--- src/hdl/dcpm_pkg.sv ---
`timescale 1ns / 1ps
// ----------------------------------------------------------------------------
// dcpm_pkg
// Types and constants for the depth-to-color pixel mapper: item structs,
// configuration register indexes, frame size and x offset segment table.
// ----------------------------------------------------------------------------
package dcpm_pkg;

    // Frame size
    parameter int FRAME_WIDTH  = 640;
    parameter int FRAME_HEIGHT = 480;

    parameter int COL_W   = 10;
    parameter int ROW_W   = 9;
    parameter int DEPTH_W = 15;
    parameter int SCALE_W = 16;

    // Configuration register indexes
    typedef enum logic [2:0] {
        CFG_X_SCALE    = 3'd0,
        CFG_Y_SCALE    = 3'd1,
        CFG_Y_OFFSET   = 3'd2,
        CFG_DEPTH_LOW  = 3'd3,
        CFG_DEPTH_HIGH = 3'd4,
        CFG_MIRROR_X   = 3'd5
    } cfg_index_t;

    // Register reset values
    parameter logic [15:0] X_SCALE_RST    = 16'd29065;
    parameter logic [15:0] Y_SCALE_RST    = 16'd28957;
    parameter logic [15:0] Y_OFFSET_RST   = 16'd4608;
    parameter logic [14:0] DEPTH_LOW_RST  = 15'd500;
    parameter logic [14:0] DEPTH_HIGH_RST = 15'd2000;
    parameter logic        MIRROR_X_RST   = 1'b1;

    // Offset segments: breakpoints in mm, slope Q.16, intercept signed Q6.16
    parameter logic [14:0] BREAK_0 = 15'd550;
    parameter logic [14:0] BREAK_1 = 15'd780;
    parameter logic [14:0] BREAK_2 = 15'd1020;
    parameter logic [14:0] BREAK_3 = 15'd1724;

    parameter int SLOPE_W = 12;
    parameter int ICPT_W  = 22;

    parameter logic [SLOPE_W-1:0] SEG1_SLOPE = 12'd2849;
    parameter logic [SLOPE_W-1:0] SEG2_SLOPE = 12'd1092;
    parameter logic [SLOPE_W-1:0] SEG3_SLOPE = 12'd279;

    parameter logic signed [ICPT_W-1:0] SEG1_ICPT      = -22'sd780730;
    parameter logic signed [ICPT_W-1:0] SEG2_ICPT      = 22'sd589804;
    parameter logic signed [ICPT_W-1:0] SEG3_ICPT      = 22'sd1419051;
    parameter logic signed [ICPT_W-1:0] CLAMP_LOW_Q16  = 22'sd786432;
    parameter logic signed [ICPT_W-1:0] CLAMP_HIGH_Q16 = 22'sd1900544;

    typedef struct packed {
        logic [COL_W-1:0]   pixel_col;
        logic [ROW_W-1:0]   pixel_row;
        logic [DEPTH_W-1:0] depth_mm;
    } in_item_t;

    typedef struct packed {
        logic             depth_ok;
        logic             in_frame;
        logic [COL_W-1:0] color_col;
        logic [ROW_W-1:0] color_row;
        logic [COL_W-1:0] source_col;
        logic [ROW_W-1:0] source_row;
    } out_item_t;

endpackage

--- src/hdl/depth_to_color_pixel_mapper.sv ---
`timescale 1ns / 1ps
// ----------------------------------------------------------------------------
// depth_to_color_pixel_mapper
// Maps a depth pixel to its aligned color-image coordinate.
// ----------------------------------------------------------------------------
// Usage:
//   Input channel (in_valid/in_ready/in_item) takes one depth pixel per item:
//   column, row and depth in mm. Output channel (out_valid/out_ready/out_item)
//   gives one result item per input item, in order: depth flag, in-frame flag,
//   saturated color column and row, and the source column and row.
//   Config channel (cfg_valid/cfg_ready/cfg_index/cfg_data) is always ready;
//   write it only while no item is in flight. Unknown indexes are dropped.
// Pipeline: four register stages (range check and segment pick, three
//   multipliers, sums, truncate and saturate).
// Throughput: one item per cycle while out_ready stays high; the multiply stage sets the cycle budget.
// Reset: all pipeline stages empty, registers take their default values.
// Stall: each stage holds while the next is full and stalled; empty stages
//   keep filling, so in_ready drops only once every stage holds an item.
// ----------------------------------------------------------------------------
module depth_to_color_pixel_mapper
(
    input  logic                 clk,
    input  logic                 rst_n,
    input  logic                 in_valid,
    output logic                 in_ready,
    input  dcpm_pkg::in_item_t   in_item,
    output logic                 out_valid,
    input  logic                 out_ready,
    output dcpm_pkg::out_item_t  out_item,
    input  logic                 cfg_valid,
    output logic                 cfg_ready,
    input  logic [2:0]           cfg_index,
    input  logic [15:0]          cfg_data
);

    localparam int XP_W = 28;   // column times x scale, signed
    localparam int OP_W = 27;   // slope times depth
    localparam int YP_W = 25;   // row times y scale
    localparam int XQ_W = 29;   // x sum in Q.16
    localparam int YQ_W = 26;   // y sum in Q.15

    // Configuration registers
    logic [15:0] x_scale_reg, y_scale_reg, y_offset_reg;
    logic [14:0] depth_low_reg, depth_high_reg;
    logic        mirror_x_reg;

    assign cfg_ready = 1'b1;

    always_ff @(posedge clk or negedge rst_n)
    begin
        if (!rst_n)
        begin
            x_scale_reg    <= dcpm_pkg::X_SCALE_RST;
            y_scale_reg    <= dcpm_pkg::Y_SCALE_RST;
            y_offset_reg   <= dcpm_pkg::Y_OFFSET_RST;
            depth_low_reg  <= dcpm_pkg::DEPTH_LOW_RST;
            depth_high_reg <= dcpm_pkg::DEPTH_HIGH_RST;
            mirror_x_reg   <= dcpm_pkg::MIRROR_X_RST;
        end
        else if (cfg_valid && cfg_ready)
        begin
            unique case (dcpm_pkg::cfg_index_t'(cfg_index))
                dcpm_pkg::CFG_X_SCALE:    x_scale_reg    <= cfg_data;
                dcpm_pkg::CFG_Y_SCALE:    y_scale_reg    <= cfg_data;
                dcpm_pkg::CFG_Y_OFFSET:   y_offset_reg   <= cfg_data;
                dcpm_pkg::CFG_DEPTH_LOW:  depth_low_reg  <= cfg_data[14:0];
                dcpm_pkg::CFG_DEPTH_HIGH: depth_high_reg <= cfg_data[14:0];
                dcpm_pkg::CFG_MIRROR_X:   mirror_x_reg   <= cfg_data[0];
                default: ;
            endcase
        end
    end

    // Stage advance chain: a stage loads when it is empty or its item moves on
    logic s1_valid_reg, s2_valid_reg, s3_valid_reg, out_valid_reg;
    logic adv1, adv2, adv3, adv_out;

    assign adv_out  = !out_valid_reg || out_ready;
    assign adv3     = !s3_valid_reg || adv_out;
    assign adv2     = !s2_valid_reg || adv3;
    assign adv1     = !s1_valid_reg || adv2;
    assign in_ready = adv1;

    always_ff @(posedge clk or negedge rst_n)
    begin
        if (!rst_n)
        begin
            s1_valid_reg  <= 1'b0;
            s2_valid_reg  <= 1'b0;
            s3_valid_reg  <= 1'b0;
            out_valid_reg <= 1'b0;
        end
        else
        begin
            if (adv1)
            begin
                s1_valid_reg <= in_valid;
            end
            if (adv2)
            begin
                s2_valid_reg <= s1_valid_reg;
            end
            if (adv3)
            begin
                s3_valid_reg <= s2_valid_reg;
            end
            if (adv_out)
            begin
                out_valid_reg <= s3_valid_reg;
            end
        end
    end

    // Stage 1: depth window, segment pick, mirrored column
    logic                                 s1_ok_next;
    logic signed [dcpm_pkg::COL_W:0]      s1_c_next;
    logic [dcpm_pkg::SLOPE_W-1:0]         s1_slope_next;
    logic signed [dcpm_pkg::ICPT_W-1:0]   s1_icpt_next;

    always_comb
    begin
        s1_ok_next = (in_item.depth_mm > depth_low_reg) &&
                     (in_item.depth_mm < depth_high_reg);
        if (mirror_x_reg)
        begin
            s1_c_next = $signed((dcpm_pkg::COL_W+1)'(dcpm_pkg::FRAME_WIDTH)) -
                        $signed({1'b0, in_item.pixel_col});
        end
        else
        begin
            s1_c_next = $signed({1'b0, in_item.pixel_col});
        end

        priority if (in_item.depth_mm < dcpm_pkg::BREAK_0)
        begin
            s1_slope_next = '0;
            s1_icpt_next  = dcpm_pkg::CLAMP_LOW_Q16;
        end
        else if (in_item.depth_mm <= dcpm_pkg::BREAK_1)
        begin
            s1_slope_next = dcpm_pkg::SEG1_SLOPE;
            s1_icpt_next  = dcpm_pkg::SEG1_ICPT;
        end
        else if (in_item.depth_mm <= dcpm_pkg::BREAK_2)
        begin
            s1_slope_next = dcpm_pkg::SEG2_SLOPE;
            s1_icpt_next  = dcpm_pkg::SEG2_ICPT;
        end
        else if (in_item.depth_mm <= dcpm_pkg::BREAK_3)
        begin
            s1_slope_next = dcpm_pkg::SEG3_SLOPE;
            s1_icpt_next  = dcpm_pkg::SEG3_ICPT;
        end
        else
        begin
            s1_slope_next = '0;
            s1_icpt_next  = dcpm_pkg::CLAMP_HIGH_Q16;
        end
    end

    logic                               s1_ok_reg;
    logic signed [dcpm_pkg::COL_W:0]    s1_c_reg;
    logic [dcpm_pkg::SLOPE_W-1:0]       s1_slope_reg;
    logic signed [dcpm_pkg::ICPT_W-1:0] s1_icpt_reg;
    logic [dcpm_pkg::DEPTH_W-1:0]       s1_depth_reg;
    logic [dcpm_pkg::COL_W-1:0]         s1_col_reg;
    logic [dcpm_pkg::ROW_W-1:0]         s1_row_reg;

    always_ff @(posedge clk)
    begin
        if (adv1)
        begin
            s1_ok_reg    <= s1_ok_next;
            s1_c_reg     <= s1_c_next;
            s1_slope_reg <= s1_slope_next;
            s1_icpt_reg  <= s1_icpt_next;
            s1_depth_reg <= in_item.depth_mm;
            s1_col_reg   <= in_item.pixel_col;
            s1_row_reg   <= in_item.pixel_row;
        end
    end

    // Stage 2: the three products
    logic signed [XP_W-1:0]             s2_xprod_next;
    logic [OP_W-1:0]                    s2_oprod_next;
    logic [YP_W-1:0]                    s2_yprod_next;

    assign s2_xprod_next = XP_W'(s1_c_reg * $signed({1'b0, x_scale_reg}));
    assign s2_oprod_next = OP_W'(s1_slope_reg * s1_depth_reg);
    assign s2_yprod_next = YP_W'(s1_row_reg * y_scale_reg);

    logic                               s2_ok_reg;
    logic signed [XP_W-1:0]             s2_xprod_reg;
    logic [OP_W-1:0]                    s2_oprod_reg;
    logic [YP_W-1:0]                    s2_yprod_reg;
    logic signed [dcpm_pkg::ICPT_W-1:0] s2_icpt_reg;
    logic [dcpm_pkg::COL_W-1:0]         s2_col_reg;
    logic [dcpm_pkg::ROW_W-1:0]         s2_row_reg;

    always_ff @(posedge clk)
    begin
        if (adv2)
        begin
            s2_ok_reg    <= s1_ok_reg;
            s2_xprod_reg <= s2_xprod_next;
            s2_oprod_reg <= s2_oprod_next;
            s2_yprod_reg <= s2_yprod_next;
            s2_icpt_reg  <= s1_icpt_reg;
            s2_col_reg   <= s1_col_reg;
            s2_row_reg   <= s1_row_reg;
        end
    end

    // Stage 3: sums in fixed point
    logic signed [XQ_W-1:0] s3_xq_next;
    logic [YQ_W-1:0]        s3_yq_next;

    assign s3_xq_next = (XQ_W'(s2_xprod_reg) <<< 1) +
                        $signed({{(XQ_W-OP_W){1'b0}}, s2_oprod_reg}) +
                        XQ_W'(s2_icpt_reg);
    assign s3_yq_next = YQ_W'(s2_yprod_reg) + YQ_W'({y_offset_reg, 7'b0});

    logic                       s3_ok_reg;
    logic signed [XQ_W-1:0]     s3_xq_reg;
    logic [YQ_W-1:0]            s3_yq_reg;
    logic [dcpm_pkg::COL_W-1:0] s3_col_reg;
    logic [dcpm_pkg::ROW_W-1:0] s3_row_reg;

    always_ff @(posedge clk)
    begin
        if (adv3)
        begin
            s3_ok_reg  <= s2_ok_reg;
            s3_xq_reg  <= s3_xq_next;
            s3_yq_reg  <= s3_yq_next;
            s3_col_reg <= s2_col_reg;
            s3_row_reg <= s2_row_reg;
        end
    end

    // Stage 4: truncate toward zero and saturate to the frame
    logic signed [XQ_W-17:0] x_int;
    logic [YQ_W-16:0]        y_int;
    logic                    x_neg, x_neg_out, x_over, y_over;
    dcpm_pkg::out_item_t     out_item_next;

    always_comb
    begin
        x_int     = s3_xq_reg[XQ_W-1:16];
        y_int     = s3_yq_reg[YQ_W-1:15];
        x_neg     = s3_xq_reg[XQ_W-1];
        // a value in (-1,0) truncates to zero and stays in frame
        x_neg_out = s3_xq_reg < -XQ_W'(65535);
        x_over    = !x_neg && (x_int > $signed((XQ_W-16)'(dcpm_pkg::FRAME_WIDTH - 1)));
        y_over    = y_int > (YQ_W-15)'(dcpm_pkg::FRAME_HEIGHT - 1);

        out_item_next            = '0;
        out_item_next.depth_ok   = s3_ok_reg;
        out_item_next.source_col = s3_col_reg;
        out_item_next.source_row = s3_row_reg;
        if (s3_ok_reg)
        begin
            out_item_next.in_frame = !x_neg_out && !x_over && !y_over;
            priority if (x_neg)
            begin
                out_item_next.color_col = '0;
            end
            else if (x_over)
            begin
                out_item_next.color_col = dcpm_pkg::COL_W'(dcpm_pkg::FRAME_WIDTH - 1);
            end
            else
            begin
                out_item_next.color_col = x_int[dcpm_pkg::COL_W-1:0];
            end
            if (y_over)
            begin
                out_item_next.color_row = dcpm_pkg::ROW_W'(dcpm_pkg::FRAME_HEIGHT - 1);
            end
            else
            begin
                out_item_next.color_row = y_int[dcpm_pkg::ROW_W-1:0];
            end
        end
    end

    dcpm_pkg::out_item_t out_item_reg;

    always_ff @(posedge clk)
    begin
        if (adv_out)
        begin
            out_item_reg <= out_item_next;
        end
    end

    assign out_valid = out_valid_reg;
    assign out_item  = out_item_reg;

    // Assertions
    a_invalid_depth_zero: assert property (@(posedge clk) disable iff (!rst_n)
        out_valid && !out_item.depth_ok |->
            !out_item.in_frame && out_item.color_col == '0 && out_item.color_row == '0)
        else $error("invalid depth item carries a coordinate");

    a_color_in_range: assert property (@(posedge clk) disable iff (!rst_n)
        out_valid |->
            out_item.color_col <= dcpm_pkg::COL_W'(dcpm_pkg::FRAME_WIDTH - 1) &&
            out_item.color_row <= dcpm_pkg::ROW_W'(dcpm_pkg::FRAME_HEIGHT - 1))
        else $error("color coordinate not saturated to frame");

    a_empty_stage_ready: assert property (@(posedge clk) disable iff (!rst_n)
        !s1_valid_reg |-> in_ready)
        else $error("input blocked with first stage empty");

    a_last_stage_moves: assert property (@(posedge clk) disable iff (!rst_n)
        s3_valid_reg && adv_out |=> out_valid)
        else $error("item lost between last stage and output");

    a_stall_holds_pipe: assert property (@(posedge clk) disable iff (!rst_n)
        s3_valid_reg && out_valid && !out_ready |=> s3_valid_reg && $stable(s3_xq_reg))
        else $error("last stage changed while output stalled");

endmodule

--- config.mk ---
export PLATFORM = sky130hd
export DESIGN_NAME = depth_to_color_pixel_mapper
export DESIGN_NICKNAME = d
export VERILOG_FILES = /design/src/hdl/dcpm_pkg.sv /design/src/hdl/depth_to_color_pixel_mapper.sv
export SDC_FILE = /design/constraint.sdc
export NUM_CORES = 1
export LEC_CHECK = 0
export ABC_AREA = 1
export BUFFER_PORTS_ARGS = -buffer_cell sky130_fd_sc_hd__buf_4
export CELL_PAD_IN_SITES_DETAIL_PLACEMENT = 0
export CELL_PAD_IN_SITES_GLOBAL_PLACEMENT = 1
export CORE_MARGIN = 1
export CORE_UTILIZATION = 30
export CTS_BUF_LIST = sky130_fd_sc_hd__clkbuf_8
export DETAILED_ROUTE_END_ITERATION = 16
export HOLD_SLACK_MARGIN = 0.03
export PLACE_DENSITY_LB_ADDON = 0.1
export SLEW_MARGIN = 20
export SYNTH_ARGS = -nofsm -noshare
export SYNTH_HDL_FRONTEND = slang
export SYNTH_SLANG_ARGS = --single-unit
--- constraint.sdc ---
create_clock -name clk -period 6.1 [get_ports clk]
set_clock_uncertainty 0.05 [all_clocks]
set_input_delay 0.61 -clock clk [delete_from_list [all_inputs] [get_ports clk]]
set_output_delay 0.61 -clock clk [all_outputs]
set_load 0.1 [all_outputs]
==> impl_results.md <==
* Outcome: complete, no violations
* Hold Path Class: primary input to flop
* Share of layout cells above drive strength 1 at 0.0693
* CP max stage delay at 730 ps
* DP HPWL at 74,800 um
* Ys Warns at 0
* Initial DRT Pass Iterations at 5
* Max Cap Viol at 0
* RSZ-0062 raised after global routing: false
* CTS clk-pin slew, worst paths at 50 ps
* CTS sink count at 343
* Final Hold Fails at 0
* Inserted Clock Buffers at 69
* Post-Synthesis Cells at 3,586
* Worst path cell trace: nand2_1, fa_1, fa_1, fa_1, inv_1, fa_1, inv_1, fa_1, inv_1, ha_1, nand2_1, o21ai_0, a21boi_0, nand3_1, nand2_1, nand2_1
* Pin slew with the least headroom to its limit at 1040 ps
* Maximum clock frequency at 0.181 GHz
* Via density at 4.41
* Root Buffer Master: clkbuf_8
* Clock latency on the worst-skew pair at 690 ps
* Crit-path max FO at 16
* Final ANT Viol Nets at 0
* Setup TNS at 0 ps
* Final nets at 4,396
* Commonest non-fill, non-tap cell in the layout: nand2_1
* I/O Pins at 101
* Vias in the first global route at 24,000
* Die area at 107,000 um^2
* Post-synth EDFFs at 260
* Seq cells post-synth at 343
* Multi-input gate area at 18,200 um^2
* Critical path class: flop to flop
* Cell variety after synth at 41
* Filler cell count in the final layout at 11,100
* Cell Rows at 118
* Mapped cell area at 31,600 um^2
* Initial Util at 0.304
* Post-synth top flop: edfxtp_1
* Total number of vias at 22,700
* Slowest stage cell, crit path: edfxtp_1
* Worst path required time at 6470 ps
* Die X at 327 um
* Remaining DRCs at 0
* Total Routed Length at 91,100 um
* Max FFs per register at 40
* Cts repair resizes at 0
* Worst path bufs/invs at 3
* Drt wl/cell at 17.7 um
* Synth-to-Final Area Change at 11.8%
* Worst setup EP type: flop
* Share of synthesized registers carrying an async set or reset at 0.242
* Mean Syn Cell Area at 8.82 um^2
* Final slew viol count at 0
* PortBufs at 99
* Syn Nets at 4,280
* DRT iter0 DRCs at 1,121
* Initial antenna violation count at 6
* Post-CTS setup buffer count at 0
* Setup violations, final at 0
* Global route overflow at 0
* GPL Wtd Cong at 0.842
* Global-route wire length before repair at 142,000 um
* Worst path arrival time at 5900 ps
* Max transition margin at 0.306
* CP most frequent cell: fa_1
* Die height at 327 um
* Reg area at 9920 um^2
* Startpoint Class: flop
* Clock tree buffer depth at 3
* GRT Overall Usage at 0.175
* Most frequent cells in the layout: nand2_1 (874), inv_1 (872), fa_1 (346)
* Period utilisation layout at 0.907
* Final min period at 5530 ps
* Core area at 104,000 um^2
* CTS tree: built
* Register area share after synthesis at 0.314
* H-tree depth at 3
* Largest net degree at the start of global routing at 67
* Critical path's top delay family: adder cells
## metal layers
metal / up-vias / GRT usage / routed length, um / share of wire
met5: - / 0 / 0 / 0
met4: 0 / 0.0498 / 2390 / 0.026
met3: 117 / 0.0256 / 2700 / 0.030
met2: 312 / 0.301 / 44400 / 0.49
met1: 10900 / 0.227 / 41600 / 0.46
li1: 11300 / - / - / -
## cells by family (layout without fill, tap and decap cells)
| kind of cell | Yosys count | in the layout | share of synthesized area |
|---|---|---|---|
| xor gates and xnor gates | 80 | 80 | 0.0222 |
| other | 1 | 3 | 0.000119 |
| and+or+nand+nor | 1253 | 1253 | 0.162 |
| buffers and inverters | 937 | 1104 | 0.112 |
| AOI/OAI and AO/OA | 336 | 336 | 0.0570 |
| DFF | 343 | 343 | 0.314 |
| adders and majority gates | 636 | 636 | 0.334 |
## path summary, 6_finish.rpt
| kind | depth (start not counted) | from | to | slack [ps] |
|---|---|---|---|---|
| max | 16 | s1_slope_reg[9] | s2_oprod_reg[23] | 570 |
| min reg2reg | 0 | s2_row_reg[2] | s3_row_reg[2] | 360 |
| min | 1 | in_item[14] | s1_depth_reg[14] | 120 |
| min in group asynchronous | 2 | rst_n | depth_low_reg[13] | 420 |
| max reg2reg | 16 | s1_slope_reg[9] | s2_oprod_reg[23] | 570 |
| max in group asynchronous | 3 | rst_n | y_scale_reg[8] | 4550 |
## cells in the mapped netlist, types with 15 or more instances
master	number	area [um^2]
nand2_1	875	3280
inv_1	846	3180
fa_1	346	6930
ha_1	290	3630
edfxtp_1	260	7810
nor2_1	169	634
o21ai_0	153	766
a21oi_1	131	656
nand3_1	93	465
clkbuf_1	87	327
xor2_1	65	569
dfrtp_1	53	1330
nand4_1	47	294
dfstp_2	30	788
nor3_1	23	115
o21bai_1	17	128
xnor2_1	15	131
## final cells by class
class / count / area share
tap: 1380 / 0.0488
inverter: 846 / 0.0899
sequential: 343 / 0.281
clock inverter: 47 / 0.00637
clock buffer: 75 / 0.0292
antenna: 2 / 0.000142
timing repair buffer: 136 / 0.0306
multi-input combinational: 2306 / 0.514
## stage by stage
step                      setup slack (ps)  instance area (um^2)  hold slack, ps  instances  utilization
after floorplan                        299                 31600             264       3586            -
after global placement                 544                 33800             351       4987        0.326
after detailed placement               589                 33800             355       4987        0.326
after CTS                              545                 35300            30.1       5133        0.340
after global routing                   240                 35400            49.6       5135        0.340
final                                  568                 35400             123       5135        0.340
## what timing repair did
| action | CTS | global route |
|---|---|---|
| setup endpoints to repair | 0 | 0 |
| hold buffers | 24 | 0 |
| endpoints found under the hold margin | 51 | 0 |
Power is not shown: default switching activity piles up to over one toggle a cycle in this logic, so the estimate is an artifact.
